==> config.mk <==
export PLATFORM = sky130hd
export DESIGN_NAME = lcd_4bit_character_writer
export DESIGN_NICKNAME = d
export VERILOG_FILES = /design/src/hdl/lcdw_pkg.sv /design/src/hdl/lcd_4bit_character_writer.sv /design/src/hdl/lcdw_sequencer.sv /design/src/hdl/lcdw_datapath.sv
export SDC_FILE = /design/constraint.sdc
export NUM_CORES = 1
export LEC_CHECK = 0
export BUFFER_PORTS_ARGS = -buffer_cell sky130_fd_sc_hd__buf_2
export CAP_MARGIN = 20
export CORE_ASPECT_RATIO = 1.25
export CORE_MARGIN = 2
export CORE_UTILIZATION = 55
export DETAILED_ROUTE_END_ITERATION = 7
export PLACE_DENSITY = 0.75
export SLEW_MARGIN = 15
export SYNTH_ARGS = -nofsm -noshare
export SYNTH_HDL_FRONTEND = slang
export SYNTH_SLANG_ARGS = --single-unit
==> constraint.sdc <==
create_clock -name clock -period 7.3 [get_ports clock]
set_input_delay 1.095 -clock clock [delete_from_list [all_inputs] [get_ports clock]]
set_output_delay 1.095 -clock clock [all_outputs]
set_load 0.005 [all_outputs]
==> src/hdl/lcdw_pkg.sv <==
// lcdw_pkg: types, codes and microcode ROM of the 4-bit character LCD writer.
// Used by lcdw_sequencer, lcdw_datapath and lcd_4bit_character_writer.
// No dependencies.
`timescale 1ns / 1ps

package lcdw_pkg;

   localparam int NUMBER_DIGITS_DEFAULT = 10;
   localparam int MAG_BITS = 32;
   localparam int PC_BITS = 5;

   localparam logic [2:0] ACT_INIT    = 3'd0;
   localparam logic [2:0] ACT_COMMAND = 3'd1;
   localparam logic [2:0] ACT_DATA    = 3'd2;
   localparam logic [2:0] ACT_GOTO    = 3'd3;
   localparam logic [2:0] ACT_NUMBER  = 3'd4;
   localparam logic [2:0] ACT_CLEAR   = 3'd5;

   localparam logic [7:0] ROW_MAX = 8'd4;
   localparam logic [7:0] COL_MAX = 8'd20;
   localparam logic [7:0] GOTO_DEFAULT = 8'h80;
   localparam logic [7:0] CHAR_MINUS = 8'h2D;
   localparam logic [3:0] CHAR_DIGIT_HI = 4'h3;

   // microprogram entry points
   localparam logic [PC_BITS-1:0] PC_INIT      = 5'd0;
   localparam logic [PC_BITS-1:0] PC_COMMAND   = 5'd10;
   localparam logic [PC_BITS-1:0] PC_DATA      = 5'd12;
   localparam logic [PC_BITS-1:0] PC_CLEAR     = 5'd14;
   localparam logic [PC_BITS-1:0] PC_NUMBER    = 5'd16;
   localparam logic [PC_BITS-1:0] PC_SIGN_TEST = 5'd17;
   localparam logic [PC_BITS-1:0] PC_SKIP      = 5'd20;
   localparam logic [PC_BITS-1:0] PC_DIGIT     = 5'd21;

   typedef struct packed {
      logic [2:0]         action;
      logic [7:0]         byte_value;
      logic signed [31:0] number_value;
      logic [7:0]         row;
      logic [7:0]         column;
   } req_word_type;

   typedef struct packed {
      logic       register_select;
      logic [3:0] nibble;
      logic [1:0] extra_wait_ms;
      logic       last;
   } rsp_word_type;

   typedef enum logic [1:0] {SRC_CONST, SRC_OPERAND, SRC_DIGIT} emit_src_type;
   typedef enum logic [1:0] {DP_NONE, DP_DABBLE, DP_SKIP, DP_NEXT_DIGIT} dp_op_type;
   typedef enum logic [2:0] {
      JMP_NEVER, JMP_BITS_LEFT, JMP_NOT_NEG, JMP_LEAD_ZERO, JMP_DIGITS_LEFT
   } jump_cond_type;
   typedef enum logic [1:0] {LAST_NO, LAST_YES, LAST_FINAL_DIGIT} last_mode_type;

   typedef struct packed {
      logic                emit;
      logic                half_lo;
      emit_src_type        src;
      logic                rs;
      logic [7:0]          konst;
      logic [1:0]          wait_ms;
      last_mode_type       last_mode;
      dp_op_type           dp_op;
      jump_cond_type       cond;
      logic [PC_BITS-1:0]  target;
      logic                done;
   } ctrl_word_type;

   typedef struct packed {
      logic bits_left;
      logic not_neg;
      logic lead_zero;
      logic digits_left;
   } dp_status_type;

   function automatic ctrl_word_type mk_cw(
      input logic emit, input logic half_lo, input emit_src_type src, input logic rs,
      input logic [7:0] konst, input logic [1:0] wait_ms, input last_mode_type last_mode,
      input dp_op_type dp_op, input jump_cond_type cond, input logic [PC_BITS-1:0] target,
      input logic done);
      ctrl_word_type cw;
      cw.emit      = emit;
      cw.half_lo   = half_lo;
      cw.src       = src;
      cw.rs        = rs;
      cw.konst     = konst;
      cw.wait_ms   = wait_ms;
      cw.last_mode = last_mode;
      cw.dp_op     = dp_op;
      cw.cond      = cond;
      cw.target    = target;
      cw.done      = done;
      return cw;
   endfunction

   // strobe step: hi = 0, lo = 1
   function automatic ctrl_word_type strobe_cw(
      input logic half_lo, input emit_src_type src, input logic rs, input logic [7:0] konst,
      input logic [1:0] wait_ms, input logic fin);
      return mk_cw(1'b1, half_lo, src, rs, konst, wait_ms, fin ? LAST_YES : LAST_NO,
                   DP_NONE, JMP_NEVER, PC_INIT, fin);
   endfunction

   localparam ctrl_word_type CW_NOP = '{
      emit: 1'b0, half_lo: 1'b0, src: SRC_CONST, rs: 1'b0, konst: 8'h00, wait_ms: 2'd0,
      last_mode: LAST_NO, dp_op: DP_NONE, cond: JMP_NEVER, target: 5'd0, done: 1'b1};

   function automatic ctrl_word_type microcode(input logic [PC_BITS-1:0] pc);
      ctrl_word_type cw;
      unique case (pc)
         5'd0:  cw = strobe_cw(1'b0, SRC_CONST, 1'b0, 8'h02, 2'd0, 1'b0);
         5'd1:  cw = strobe_cw(1'b1, SRC_CONST, 1'b0, 8'h02, 2'd0, 1'b0);
         5'd2:  cw = strobe_cw(1'b0, SRC_CONST, 1'b0, 8'h28, 2'd0, 1'b0);
         5'd3:  cw = strobe_cw(1'b1, SRC_CONST, 1'b0, 8'h28, 2'd1, 1'b0);
         5'd4:  cw = strobe_cw(1'b0, SRC_CONST, 1'b0, 8'h0F, 2'd0, 1'b0);
         5'd5:  cw = strobe_cw(1'b1, SRC_CONST, 1'b0, 8'h0F, 2'd1, 1'b0);
         5'd6:  cw = strobe_cw(1'b0, SRC_CONST, 1'b0, 8'h01, 2'd0, 1'b0);
         5'd7:  cw = strobe_cw(1'b1, SRC_CONST, 1'b0, 8'h01, 2'd2, 1'b0);
         5'd8:  cw = strobe_cw(1'b0, SRC_CONST, 1'b0, 8'h06, 2'd0, 1'b0);
         5'd9:  cw = strobe_cw(1'b1, SRC_CONST, 1'b0, 8'h06, 2'd0, 1'b1);
         5'd10: cw = strobe_cw(1'b0, SRC_OPERAND, 1'b0, 8'h00, 2'd0, 1'b0);
         5'd11: cw = strobe_cw(1'b1, SRC_OPERAND, 1'b0, 8'h00, 2'd0, 1'b1);
         5'd12: cw = strobe_cw(1'b0, SRC_OPERAND, 1'b1, 8'h00, 2'd0, 1'b0);
         5'd13: cw = strobe_cw(1'b1, SRC_OPERAND, 1'b1, 8'h00, 2'd0, 1'b1);
         5'd14: cw = strobe_cw(1'b0, SRC_CONST, 1'b0, 8'h01, 2'd0, 1'b0);
         5'd15: cw = strobe_cw(1'b1, SRC_CONST, 1'b0, 8'h01, 2'd2, 1'b1);
         5'd16: cw = mk_cw(1'b0, 1'b0, SRC_CONST, 1'b0, 8'h00, 2'd0, LAST_NO,
                           DP_DABBLE, JMP_BITS_LEFT, PC_NUMBER, 1'b0);
         5'd17: cw = mk_cw(1'b0, 1'b0, SRC_CONST, 1'b0, 8'h00, 2'd0, LAST_NO,
                           DP_NONE, JMP_NOT_NEG, PC_SKIP, 1'b0);
         5'd18: cw = strobe_cw(1'b0, SRC_CONST, 1'b1, CHAR_MINUS, 2'd0, 1'b0);
         5'd19: cw = strobe_cw(1'b1, SRC_CONST, 1'b1, CHAR_MINUS, 2'd0, 1'b0);
         5'd20: cw = mk_cw(1'b0, 1'b0, SRC_CONST, 1'b0, 8'h00, 2'd0, LAST_NO,
                           DP_SKIP, JMP_LEAD_ZERO, PC_SKIP, 1'b0);
         5'd21: cw = strobe_cw(1'b0, SRC_DIGIT, 1'b1, 8'h00, 2'd0, 1'b0);
         5'd22: cw = mk_cw(1'b1, 1'b1, SRC_DIGIT, 1'b1, 8'h00, 2'd0, LAST_FINAL_DIGIT,
                           DP_NEXT_DIGIT, JMP_DIGITS_LEFT, PC_DIGIT, 1'b1);
         default: cw = CW_NOP;
      endcase
      return cw;
   endfunction

   function automatic logic [PC_BITS-1:0] entry_point(input logic [2:0] action);
      logic [PC_BITS-1:0] pc;
      unique case (action)
         ACT_INIT:    pc = PC_INIT;
         ACT_COMMAND: pc = PC_COMMAND;
         ACT_DATA:    pc = PC_DATA;
         ACT_GOTO:    pc = PC_COMMAND;
         ACT_NUMBER:  pc = PC_NUMBER;
         ACT_CLEAR:   pc = PC_CLEAR;
         default:     pc = PC_INIT;
      endcase
      return pc;
   endfunction

   function automatic logic [7:0] goto_code(input logic [7:0] row, input logic [7:0] column);
      logic [7:0] base;
      logic [7:0] code;
      unique case (row[1:0])
         2'b01:   base = 8'h80;
         2'b10:   base = 8'hC0;
         2'b11:   base = 8'h90;
         default: base = 8'hD0;
      endcase
      if (row >= 8'd1 && row <= ROW_MAX && column >= 8'd1 && column <= COL_MAX) begin
         code = base + column - 8'd1;
      end else begin
         code = GOTO_DEFAULT;
      end
      return code;
   endfunction

endpackage

==> src/hdl/lcd_4bit_character_writer.sv <==
// The step counter is loaded when start is taken; each word is read from its microcode step and
// registered at the outputs, one a cycle for init (10 words) and command/data/go-to/clear (2).
// A number runs the conversion steps, a sign test, both halves of '-' when negative, a skip step
// per dropped leading zero plus one, then two strobes per digit. busy covers every step; a new
// request is taken only while busy is low. Results cannot be held off. Synchronous reset clears the
// sequencer and the strobe. Top level: lcdw_sequencer and lcdw_datapath; depends on lcdw_pkg.
`timescale 1ns / 1ps

module lcd_4bit_character_writer #(
   parameter int NUMBER_DIGITS = lcdw_pkg::NUMBER_DIGITS_DEFAULT
) (
   input  logic                   clock,
   input  logic                   reset,
   input  logic                   start,
   output logic                   busy,
   input  lcdw_pkg::req_word_type req_word,
   output logic                   rsp_strobe,
   output lcdw_pkg::rsp_word_type rsp_word
);

   logic                    accept;
   lcdw_pkg::ctrl_word_type cw;
   lcdw_pkg::dp_status_type status;

   assign accept = start && !busy;

   lcdw_sequencer u_sequencer (
      .clock  (clock),
      .reset  (reset),
      .accept (accept),
      .action (req_word.action),
      .status (status),
      .cw     (cw),
      .busy   (busy)
   );

   lcdw_datapath #(
      .NUMBER_DIGITS (NUMBER_DIGITS)
   ) u_datapath (
      .clock      (clock),
      .reset      (reset),
      .accept     (accept),
      .req_word   (req_word),
      .cw         (cw),
      .status     (status),
      .rsp_strobe (rsp_strobe),
      .rsp_word   (rsp_word)
   );

endmodule

==> src/hdl/lcdw_sequencer.sv <==
// lcdw_sequencer: step counter and microcode ROM with conditional jumps.
// Depends on lcdw_pkg.
`timescale 1ns / 1ps

module lcdw_sequencer (
   input  logic                   clock,
   input  logic                   reset,
   input  logic                   accept,
   input  logic [2:0]             action,
   input  lcdw_pkg::dp_status_type status,
   output lcdw_pkg::ctrl_word_type cw,
   output logic                   busy
);

   logic                         running_ff, running_in;
   logic [lcdw_pkg::PC_BITS-1:0] pc_ff, pc_in;
   logic                         taken;

   always_comb begin
      cw = running_ff ? lcdw_pkg::microcode(pc_ff) : lcdw_pkg::CW_NOP;
   end

   always_comb begin
      unique case (cw.cond)
         lcdw_pkg::JMP_BITS_LEFT:   taken = status.bits_left;
         lcdw_pkg::JMP_NOT_NEG:     taken = status.not_neg;
         lcdw_pkg::JMP_LEAD_ZERO:   taken = status.lead_zero;
         lcdw_pkg::JMP_DIGITS_LEFT: taken = status.digits_left;
         default:                   taken = 1'b0;
      endcase
   end

   always_comb begin
      running_in = running_ff;
      pc_in      = pc_ff;
      if (accept) begin
         running_in = (action <= lcdw_pkg::ACT_CLEAR);
         pc_in      = lcdw_pkg::entry_point(action);
      end else if (running_ff) begin
         if (taken) begin
            pc_in = cw.target;
         end else begin
            pc_in      = pc_ff + 1'b1;
            running_in = !cw.done;
         end
      end
   end

   always_ff @(posedge clock) begin
      if (reset) begin
         running_ff <= 1'b0;
         pc_ff      <= '0;
      end else begin
         running_ff <= running_in;
         pc_ff      <= pc_in;
      end
   end

   assign busy = running_ff;

endmodule

==> src/hdl/lcdw_datapath.sv <==
// lcdw_datapath: operand registers, shift-and-add-3 decimal converter and
// registered strobe output. Depends on lcdw_pkg.
`timescale 1ns / 1ps

module lcdw_datapath #(
   parameter int NUMBER_DIGITS = lcdw_pkg::NUMBER_DIGITS_DEFAULT
) (
   input  logic                    clock,
   input  logic                    reset,
   input  logic                    accept,
   input  lcdw_pkg::req_word_type  req_word,
   input  lcdw_pkg::ctrl_word_type cw,
   output lcdw_pkg::dp_status_type status,
   output logic                    rsp_strobe,
   output lcdw_pkg::rsp_word_type  rsp_word
);

   localparam int BCD_BITS = 4 * NUMBER_DIGITS;
   localparam int CNT_BITS = $clog2(lcdw_pkg::MAG_BITS + 1);
   localparam int REM_BITS = $clog2(NUMBER_DIGITS + 1);

   logic [7:0]                         operand_ff, operand_in;
   logic                               negative_ff, negative_in;
   logic [lcdw_pkg::MAG_BITS-1:0]      mag_ff, mag_in;
   logic [BCD_BITS-1:0]                bcd_ff, bcd_in;
   logic                               ovf_ff, ovf_in;
   logic [CNT_BITS-1:0]                bit_count_ff, bit_count_in;
   logic [REM_BITS-1:0]                remaining_ff, remaining_in;
   logic                               rsp_strobe_ff, rsp_strobe_in;
   lcdw_pkg::rsp_word_type             rsp_word_ff, rsp_word_in;

   logic [BCD_BITS-1:0]                bcd_adj;
   logic [3:0]                         top_digit;
   logic [7:0]                         emit_byte;
   logic [lcdw_pkg::MAG_BITS-1:0]      num_bits;

   always_comb begin
      for (int i = 0; i < NUMBER_DIGITS; i++) begin
         bcd_adj[4*i +: 4] = (bcd_ff[4*i +: 4] >= 4'd5) ? bcd_ff[4*i +: 4] + 4'd3
                                                         : bcd_ff[4*i +: 4];
      end
   end

   assign top_digit = bcd_ff[BCD_BITS-1 -: 4];
   assign num_bits  = req_word.number_value;

   always_comb begin
      status.bits_left   = (bit_count_ff != CNT_BITS'(1));
      status.not_neg     = !negative_ff;
      status.digits_left = (remaining_ff > REM_BITS'(1));
      status.lead_zero   = (top_digit == 4'd0) && status.digits_left && !ovf_ff;
   end

   always_comb begin
      operand_in   = operand_ff;
      negative_in  = negative_ff;
      mag_in       = mag_ff;
      bcd_in       = bcd_ff;
      ovf_in       = ovf_ff;
      bit_count_in = bit_count_ff;
      remaining_in = remaining_ff;
      if (accept) begin
         operand_in   = (req_word.action == lcdw_pkg::ACT_GOTO)
                        ? lcdw_pkg::goto_code(req_word.row, req_word.column)
                        : req_word.byte_value;
         negative_in  = num_bits[lcdw_pkg::MAG_BITS-1];
         mag_in       = num_bits[lcdw_pkg::MAG_BITS-1] ? (~num_bits + 1'b1) : num_bits;
         bcd_in       = '0;
         ovf_in       = 1'b0;
         bit_count_in = CNT_BITS'(lcdw_pkg::MAG_BITS);
         remaining_in = REM_BITS'(NUMBER_DIGITS);
      end else begin
         unique case (cw.dp_op)
            lcdw_pkg::DP_DABBLE: begin
               bcd_in       = {bcd_adj[BCD_BITS-2:0], mag_ff[lcdw_pkg::MAG_BITS-1]};
               ovf_in       = ovf_ff | bcd_adj[BCD_BITS-1];
               mag_in       = {mag_ff[lcdw_pkg::MAG_BITS-2:0], 1'b0};
               bit_count_in = bit_count_ff - 1'b1;
            end
            lcdw_pkg::DP_SKIP: begin
               if (status.lead_zero) begin
                  bcd_in       = {bcd_ff[BCD_BITS-5:0], 4'h0};
                  remaining_in = remaining_ff - 1'b1;
               end
            end
            lcdw_pkg::DP_NEXT_DIGIT: begin
               bcd_in       = {bcd_ff[BCD_BITS-5:0], 4'h0};
               remaining_in = remaining_ff - 1'b1;
            end
            default: begin
            end
         endcase
      end
   end

   always_comb begin
      unique case (cw.src)
         lcdw_pkg::SRC_OPERAND: emit_byte = operand_ff;
         lcdw_pkg::SRC_DIGIT:   emit_byte = {lcdw_pkg::CHAR_DIGIT_HI, top_digit};
         default:               emit_byte = cw.konst;
      endcase
      rsp_strobe_in               = cw.emit;
      rsp_word_in.register_select = cw.rs;
      rsp_word_in.nibble          = cw.half_lo ? emit_byte[3:0] : emit_byte[7:4];
      rsp_word_in.extra_wait_ms   = cw.wait_ms;
      rsp_word_in.last            = (cw.last_mode == lcdw_pkg::LAST_YES) ||
                                    ((cw.last_mode == lcdw_pkg::LAST_FINAL_DIGIT) &&
                                     !status.digits_left);
   end

   always_ff @(posedge clock) begin
      if (reset) begin
         rsp_strobe_ff <= 1'b0;
      end else begin
         rsp_strobe_ff <= rsp_strobe_in;
      end
   end

   always_ff @(posedge clock) begin
      operand_ff   <= operand_in;
      negative_ff  <= negative_in;
      mag_ff       <= mag_in;
      bcd_ff       <= bcd_in;
      ovf_ff       <= ovf_in;
      bit_count_ff <= bit_count_in;
      remaining_ff <= remaining_in;
      rsp_word_ff  <= rsp_word_in;
   end

   assign rsp_strobe = rsp_strobe_ff;
   assign rsp_word   = rsp_word_ff;

endmodule
==> flow_summary.toml <==
[clock_tree]
cts.sinks = 128
path_clk_slew_ps = 50
clk_latency_ps = 410
cts_buffer_depth = 2
root_buffer = "clkbuf_16"
cts_tree = "done"
cts_hold_buf = 0
h-tree-depth = 4
cts_setup_buffers = 0
cts.repair.resized = 0
cts_buffers = 17

[sta]
rsz0062_at_grt = "no"
hold_viol = 0
finalCritPeriodShare = 0.436
finalCriticalPeriod_ps = 3180
setup_tns_ps = 0
slew_violations = 0
worstMarginPinSlew_ps = 1070
holdWs_ps = 429
max_freq_mhz = 314
fin_skew_ps = 7.79
max-slew-margin-rel = 0.286
finalSetupViolations = 0

[detailed_routing]
wire_per_inst_um = 13.7
wirelength_um = 15200
drtIter0Drc = 349
firstDrtPassIters = 5
vias_per_cell = 5.54
drc_errors = 0
ant_nets = 0
vias = 6172

[global_route]
grt_pass1_wl_um = 26100
grt_pass1_vias = 5828
grt_usage = 0.221
grt_overflow = 0
antenna_found_initial = 0
grt_max_degree = 68

[final_layout]
final_common_cell = "nand2_1"
nets = 1039
utilization = 0.637
most-common-layout-cells = "nand2_1, nor2_1, dfxtp_1"
drive_gt1_frac = 0.124
antenna_cells = 0
area_growth_syn_to_layout_pct = 13.3

[job]
drv_cap = 0

[pwr]
power_density_nw_per_um2 = 206
ir_worst_vdd_v = 0.000143
p_total_uw = 1730
leakage_uw = 0.00341

[yosys]
synth_nets = 986
async_reset_ff_frac = 0
synth_largest_area_cell = "dfxtp_1"
synth_area_per_cell_sq_um = 8.47
synth_top_area_frac = 0.234
seq_area_frac_synth = 0.400
synthTopCellsByArea = "dfxtp_1, edfxtp_1, ha_1, o21ai_0, nand2_1"
synth-edff-count = 41
synth_flop_cell = "dfxtp_1"
yosys_warnings = 0
yosys.cell_types.count = 64
synth-seq-cells = 128
syn_area_sq_um = 7440
synthCells = 878

[setup_path]
arrival_ps = 3480
end_kind = "register"
start_kind = "register"
crit_type = "reg -> reg"
crit_fanout = 8
cp.required_ps = 7600

[floorplan]
die_area_sq_um = 14500
die_x_um = 108
start_util = 0.562
std_cell_rows = 47
core_sq_um = 13200
boundaryPins = 72
die_h_um = 134

[outcome]
outcome = "complete, no violations"

[placed_design]
place_congestion = 0.856
io_buffers = 71
place.detailed.hpwl_um = 10400

[worst_hold_path]
hold_class = "reg -> reg"
[worst max-delay path: stages, from the launching register on]
cell       delay, ps
dfxtp_1          400
inv_1            110
ha_1             210
nor4b_1          160
a41o_1           280
a211oi_2         390
a31oi_1          320
nor2_1           280
inv_1             90
ha_1             330
and2_1           140
mux2_2           250
o2bb2ai_1        110
[cell type report]
| class | count | area, sq um |
|---|---|---|
| Fill cell | 1170 | 4810 |
| Inverter | 58 | 218 |
| Sequential cell | 128 | 2970 |
| Timing Repair Buffer | 77 | 400 |
| Multi-Input combinational cell | 649 | 4090 |
| Clock buffer | 25 | 465 |
| Tap cell | 171 | 214 |
| Clock inverter | 7 | 62.6 |
[logic make-up after synthesis]
| logic type | Yosys count | synth area share |
|---|---|---|
| XOR/XNOR | 54 | 0.0636 |
| multiplexers | 14 | 0.0190 |
| AND/OR/NAND/NOR | 291 | 0.180 |
| buffers and inverters | 101 | 0.0511 |
| AO/OA/AOI/OAI | 244 | 0.208 |
| adder cells (fa/ha/maj) | 46 | 0.0784 |
| flip-flops | 128 | 0.400 |
[path summary, 6_finish.rpt]
kind                                            start          endpoint  slack, ps  cells after the start
worst max-delay path            u_datapath.bcd_ff[36]          register       4120                     12
worst min-delay path                         register  u_sequencer.busy        430                      1
worst max register to register  u_datapath.bcd_ff[36]          register       4120                     12
worst min register to register               register  u_sequencer.busy        430                      1
[power breakdown]
part,internal [uW],switching (uW),total (uW)
Clock,473,287,760
Combinational,71.2,112,183
Sequential,776,15.0,791
[per-stage QoR]
stage	area, sq um	setup WS [ps]	instances
3_5_place_dp	7900	3850	1083
2_1_floorplan	7440	4080	878
3_3_place_gp	7900	3860	1083
4_1_cts	8420	4140	1115
5_1_grt	8420	3790	1115
6_report	8420	4120	1115
[Yosys cell counts, types with 3 or more instances]
library cell,instances
nand2_1,103
nor2_1,89
dfxtp_1,87
o21ai_0,78
inv_1,57
ha_1,45
a21oi_1,44
edfxtp_1,41
clkbuf_1,40
xor2_1,33
a211oi_1,24
nand3_1,24
xnor2_1,21
o31ai_1,18
o21ai_1,16
a22oi_1,14
mux2i_1,13
nor2b_1,12
a311oi_1,10
nor3_1,9
o211ai_1,9
nand2b_1,8
and2_1,6
nor4_1,6
and3_1,5
nand4_1,5
a31oi_1,4
or3_1,4
nand3b_1,3
o21a_1,3
o21bai_1,3
o41ai_1,3
or2_2,3
or4_1,3
[routing by layer]
metal,routed length [um],track usage
met4,235,0.0762
met5,0,0
met1,6980,0.277
met3,398,0.0418
met2,7620,0.381
Power figures use the tool's default switching activity.
